===== src/rtl/set_assoc_cache_lru_sim_unit_defines.svh =====
// Assertion macros shared by the cache simulator RTL.
`ifndef SET_ASSOC_CACHE_LRU_SIM_UNIT_DEFINES_SVH
`define SET_ASSOC_CACHE_LRU_SIM_UNIT_DEFINES_SVH

// Same-cycle implication, checked on the rising clock edge outside reset.
`define SACL_ASSERT_IMP(label, clk, rst_n, ante, cons) \
    label: assert property (@(posedge clk) disable iff (!(rst_n)) (ante) |-> (cons)) \
        else $error("sacl: same-cycle check failed");

// Next-cycle implication, checked on the rising clock edge outside reset.
`define SACL_ASSERT_NXT(label, clk, rst_n, ante, cons) \
    label: assert property (@(posedge clk) disable iff (!(rst_n)) (ante) |=> (cons)) \
        else $error("sacl: next-cycle check failed");

`endif


===== src/rtl/sacl_pkg.sv =====
// Shared types, codes and helpers of the cache simulator.
package sacl_pkg;

    localparam int ADDR_W = 64;
    localparam int CNT_W  = 32;

    // Trace entry kinds.
    localparam logic [1:0] ACT_IGNORE = 2'd0;
    localparam logic [1:0] ACT_SINGLE = 2'd1;
    localparam logic [1:0] ACT_MODIFY = 2'd2;

    // Access outcomes.
    localparam logic [1:0] OC_HIT   = 2'd0;
    localparam logic [1:0] OC_FILL  = 2'd1;
    localparam logic [1:0] OC_EVICT = 2'd2;

    // Configuration register indexes.
    localparam logic [1:0] CFG_SET_BITS    = 2'd0;
    localparam logic [1:0] CFG_OFFSET_BITS = 2'd1;
    localparam logic [1:0] CFG_WAYS_USED   = 2'd2;

    localparam int CFG_IDX_W  = 2;
    localparam int CFG_DATA_W = 5;

    localparam logic [3:0]       WAYS_RESET = 4'd8;
    localparam logic [CNT_W-1:0] CNT_MAX    = {CNT_W{1'b1}};

    // Depth of the queue between front and back; a power of two.
    localparam int Q_DEPTH = 2;

    typedef struct packed {
        logic [3:0] set_bits;
        logic [4:0] offset_bits;
        logic [3:0] ways_used;
    } t_cfg;

    function automatic logic [CNT_W-1:0] sat_inc(input logic [CNT_W-1:0] v);
        return (v == CNT_MAX) ? v : v + {{(CNT_W-1){1'b0}}, 1'b1};
    endfunction

endpackage


===== src/rtl/sacl_fifo.sv =====
// Short queue that decouples the front end from the cache engine.
module sacl_fifo #(
    parameter int DW = 8
) (
    input  logic          i_clk,
    input  logic          i_rst_n,
    input  logic          i_push,
    input  logic [DW-1:0] i_data,
    input  logic          i_pop,
    output logic          o_full,
    output logic          o_valid,
    output logic [DW-1:0] o_data
);

    localparam int PTR_W = (sacl_pkg::Q_DEPTH > 1) ? $clog2(sacl_pkg::Q_DEPTH) : 1;
    localparam int CNT_W = $clog2(sacl_pkg::Q_DEPTH + 1);

    logic [DW-1:0]    r_slot [sacl_pkg::Q_DEPTH];
    logic [PTR_W-1:0] r_wr_ptr;
    logic [PTR_W-1:0] r_rd_ptr;
    logic [CNT_W-1:0] r_count;
    logic [CNT_W-1:0] n_count;
    logic             do_push;
    logic             do_pop;

    assign o_full  = (r_count == CNT_W'(sacl_pkg::Q_DEPTH));
    assign o_valid = (r_count != '0);
    assign o_data  = r_slot[r_rd_ptr];
    assign do_push = i_push && !o_full;
    assign do_pop  = i_pop && o_valid;

    always_comb begin
        n_count = r_count;
        if (do_push && !do_pop) begin
            n_count = r_count + CNT_W'(1);
        end else if (do_pop && !do_push) begin
            n_count = r_count - CNT_W'(1);
        end
    end

    always_ff @(posedge i_clk) begin
        if (!i_rst_n) begin
            r_wr_ptr <= '0;
            r_rd_ptr <= '0;
            r_count  <= '0;
        end else begin
            r_count <= n_count;
            if (do_push) begin
                r_wr_ptr <= r_wr_ptr + PTR_W'(1);
            end
            if (do_pop) begin
                r_rd_ptr <= r_rd_ptr + PTR_W'(1);
            end
        end
    end

    always_ff @(posedge i_clk) begin
        if (do_push) begin
            r_slot[r_wr_ptr] <= i_data;
        end
    end

endmodule


===== config.mk =====
export PLATFORM = sky130hd
export DESIGN_NAME = sacl_fifo
export DESIGN_NICKNAME = d
export VERILOG_FILES = /design/src/rtl/set_assoc_cache_lru_sim_unit_defines.svh /design/src/rtl/sacl_pkg.sv /design/src/rtl/sacl_fifo.sv
export SDC_FILE = /design/constraint.sdc
export NUM_CORES = 1
export LEC_CHECK = 0
export ABC_AREA = 1
export ABC_CLOCK_PERIOD_IN_PS = 1800
export BUFFER_PORTS_ARGS = -buffer_cell sky130_fd_sc_hd__buf_4
export CAP_MARGIN = 20
export CORE_MARGIN = 2
export CORE_UTILIZATION = 49
export DETAILED_ROUTE_END_ITERATION = 6
export PLACE_DENSITY = 0.75
export SLEW_MARGIN = 20
export SYNTH_ARGS = -nofsm -noshare
export SYNTH_HDL_FRONTEND = slang
export SYNTH_SLANG_ARGS = --single-unit

===== constraint.sdc =====
create_clock -name i_clk -period 1.8 [get_ports i_clk]
set_clock_uncertainty 0.2 [all_clocks]
set_input_delay 0.36 -clock i_clk [delete_from_list [all_inputs] [get_ports i_clk]]
set_output_delay 0.36 -clock i_clk [all_outputs]
set_load 0.01 [all_outputs]

==> results.md <==
- Cell Pwr Density: 1280 nW/µm²
- Cell area after synthesis: 825 µm²
- Tot Pwr: 1.37 mW
- Syn nets: 75
- Worst R2R Setup Slack: 0.21 ns
- CTS tree: built
- Die area: 2030 µm²
- H-tree Lvls: 1
- Worst VDD drop: 0.804 mV
- Via count: 529
- Worst r2r dst: r_count[1]$_SDFFE_PN0P_
- Pins Over Slew Limit: 0
- CP required: 1.24 ns
- Uppermost layer routed: met3
- Crit. End Element: primary output
- CTS root buf: clkbuf_4
- Clk buf depth: 2
- Pin count of the biggest net entering global routing: 12
- Diode count: 0
- Leak: 0.454 nW
- Setup TNS Final: 0 ns
- Dpl cell area: 1030 µm²
- Area of the core: 1540 µm²
- # hold bufs at CTS: 0
- Flop pwr share: 49.8%
- DRT antenna net count: 0
- Internal power: 965 µW
- DRC Markers: 0
- Clock power share: 15.2%
- Design area: 1070 µm²
- Starting DRT DRC Count: 2
- Met3 wire length: 70 µm
- Detail Placement HPWL: 1.01 mm
- Met1 wire length: 484 µm
- Area Overhead vs Synth: 29.6%
- Number of clock sinks: 21
- CP endpoint: o_data[1]
- NetSw: 408 µW
- GPL Wtd Cong: 0.786
- Rel. slew slack: 83.7%
- Number of synthesized register bits: 21
- Drt first pass iters: 4
- Logic pwr share: 35.0%
- Nature of the critical path startpoint: flip-flop
- Clk_lat worst skew: 0.29 ns
- Pre-CTS WS: 0.182 ns
- Minimum clock period: 1.76 ns
- Worst Path Arrival: 1.20 ns
- R2r startpoint: r_count[1]$_SDFFE_PN0P_
- Per-cell routed wire length: 11.8 µm
- Total Nets Final: 105
- Initial Utilization: 53.5%
- Yosys cell types: 16
- Yosys top cell by area: edfxtp_1
- Yosys warning count: 0
- Worst Setup Path Type: flip-flop to primary output
- Synth top area share: 58.3%
- Fillcell total: 126
- Vias/cell: 4.94
- Top cells by area, synth: edfxtp_1 58%, dfxtp_1 12%, mux2_2 11%
- Mapped Cells: 62
- PortBufs: 21
- Clock-pin slew on the worst setup and hold paths: 0.10 ns
- Switch share: 29.7%
- Setup slack after layout: 0.0427 ns
- Total GRT Usage: 15.1%
- Vias in the first global route: 528
- R2r worst-path depth: 9
- Die span in y: 45.0 µm
- Ratio of cells with drive above 1 in the final layout: 47.3%
- Grt ovf: 0
- Finished Core Util: 69.3%
- Setup Viol. Count Final: 0
- Max-Cap Viols: 0
- Status: finished, final reports clean
- Final WL: 1.27 mm
- DR WL met2: 710 µm
- Total CTS buffers: 3
- Initial antenna violation count: 0
- Most common cell after layout, fill and taps aside: buf_4
- Final hold vios: 0
- Seq/Total Area, Yosys: 70.4%
- Syn_area_per_cell: 13.3 µm²
- Global-route wire length before repair: 2.08 mm
- Crit-path max FO: 8
- Slew @ Worst Pin: 0.243 ns
- Hold Path Class: input port to flip-flop
- RSZ-0062 raised after global routing: true
- Die W: 45.0 µm
- Tcrit/Tclk final: 97.6%
- Row count: 14
- IO Count: 22
- Most frequent cells in the layout: 26 x buf_4, 16 x edfxtp_1, 9 x nor2_1
- Achievable Freq: 569 MHz
[synth_stat cells (all sizes together)]
cell type	n
edfxtp	16
nor2	9
inv	8
mux2	8
nand2	7
dfxtp	5
o21ai	3
a21oi	1
buf	1
ha	1
nand3	1
nand4	1
o21a	1
[layer usage]
metal | up-vias | track usage, %
li1 | 270 | -
met1 | 244 | 15.6
met2 | 15 | 28.0
met3 | 0 | 4.00
met4 | 0 | 7.06
met5 | - | 0
[how the worst min path moves through the flow]
stage | start | to | slack, ns | cells past startpoint
6_report | i_data[2] | r_slot[0][2]$_DFFE_PP_ | 0.05 | 1
3_5_place_dp | r_rd_ptr$_SDFFE_PN0P_ | r_rd_ptr$_SDFFE_PN0P_ | 0.29 | 2
2_1_floorplan | i_data[0] | r_slot[0][0]$_DFFE_PP_ | 0.26 | 0
5_1_grt | i_data[7] | r_slot[1][7]$_DFFE_PP_ | 0.03 | 1
3_3_place_gp | r_rd_ptr$_SDFFE_PN0P_ | r_rd_ptr$_SDFFE_PN0P_ | 0.28 | 2
4_1_cts | i_data[7] | r_slot[1][7]$_DFFE_PP_ | 0.04 | 1
[critical path, stage by stage, from the launching register on]
cell     delay (ns)
dfxtp_4        0.42
mux2_2         0.34
buf_4          0.14
[repair_timing]
item,4_1_cts,5_1_grt
setup buffers,0,1
gates resized for setup,2,2
pin swaps,0,1
endpoints found under the setup margin,8,7
[logic make-up (layout without fill, tap and decap cells)]
group / Yosys count / in the layout / synth area share [%]
AO/OA/AOI/OAI: 5 / 5 / 3.95
adder cells (fa/ha/maj): 1 / 1 / 1.52
buffers and inverters: 9 / 38 / 4.25
flip-flops: 21 / 21 / 70.4
multiplexers: 8 / 8 / 10.9
AND/OR/NAND/NOR: 18 / 18 / 8.95
[per-stage QoR]
step / std cells / hold WS [ns]
2_1_floorplan: 62 / 0.259
4_1_cts: 106 / 0.0399
6_report: 107 / 0.0481
3_3_place_gp: 102 / 0.276
3_5_place_dp: 102 / 0.285
5_1_grt: 107 / 0.0333
[state kept, by name (all words and copies together), names as in the netlist, named ones only]
register,flops
r_count,2
r_slot,16
r_rd_ptr,1
r_wr_ptr,1
[final cells by class]
cell class / instances / area [µm²] / area share [%]
multi-input combinational: 32 / 213 / 19.9
inverter: 8 / 30.0 / 2.81
sequential: 21 / 584 / 54.7
tap: 16 / 20.0 / 1.87
clock buffer: 4 / 26.3 / 2.46
timing repair buffer: 26 / 195 / 18.3
[power by group through the flow]
stage / Combinational [mW] / Clock, mW / Sequential [mW]
global route: 0.543 / 0.233 / 0.700
finish: 0.481 / 0.208 / 0.684
CTS: 0.468 / 0.219 / 0.687
floorplan: 0.294 / 0 / 0.663
detailed placement: 0.466 / 0 / 0.694
global placement: 0.459 / 0 / 0.686
Note: power is estimated with default switching activity, not from simulation.
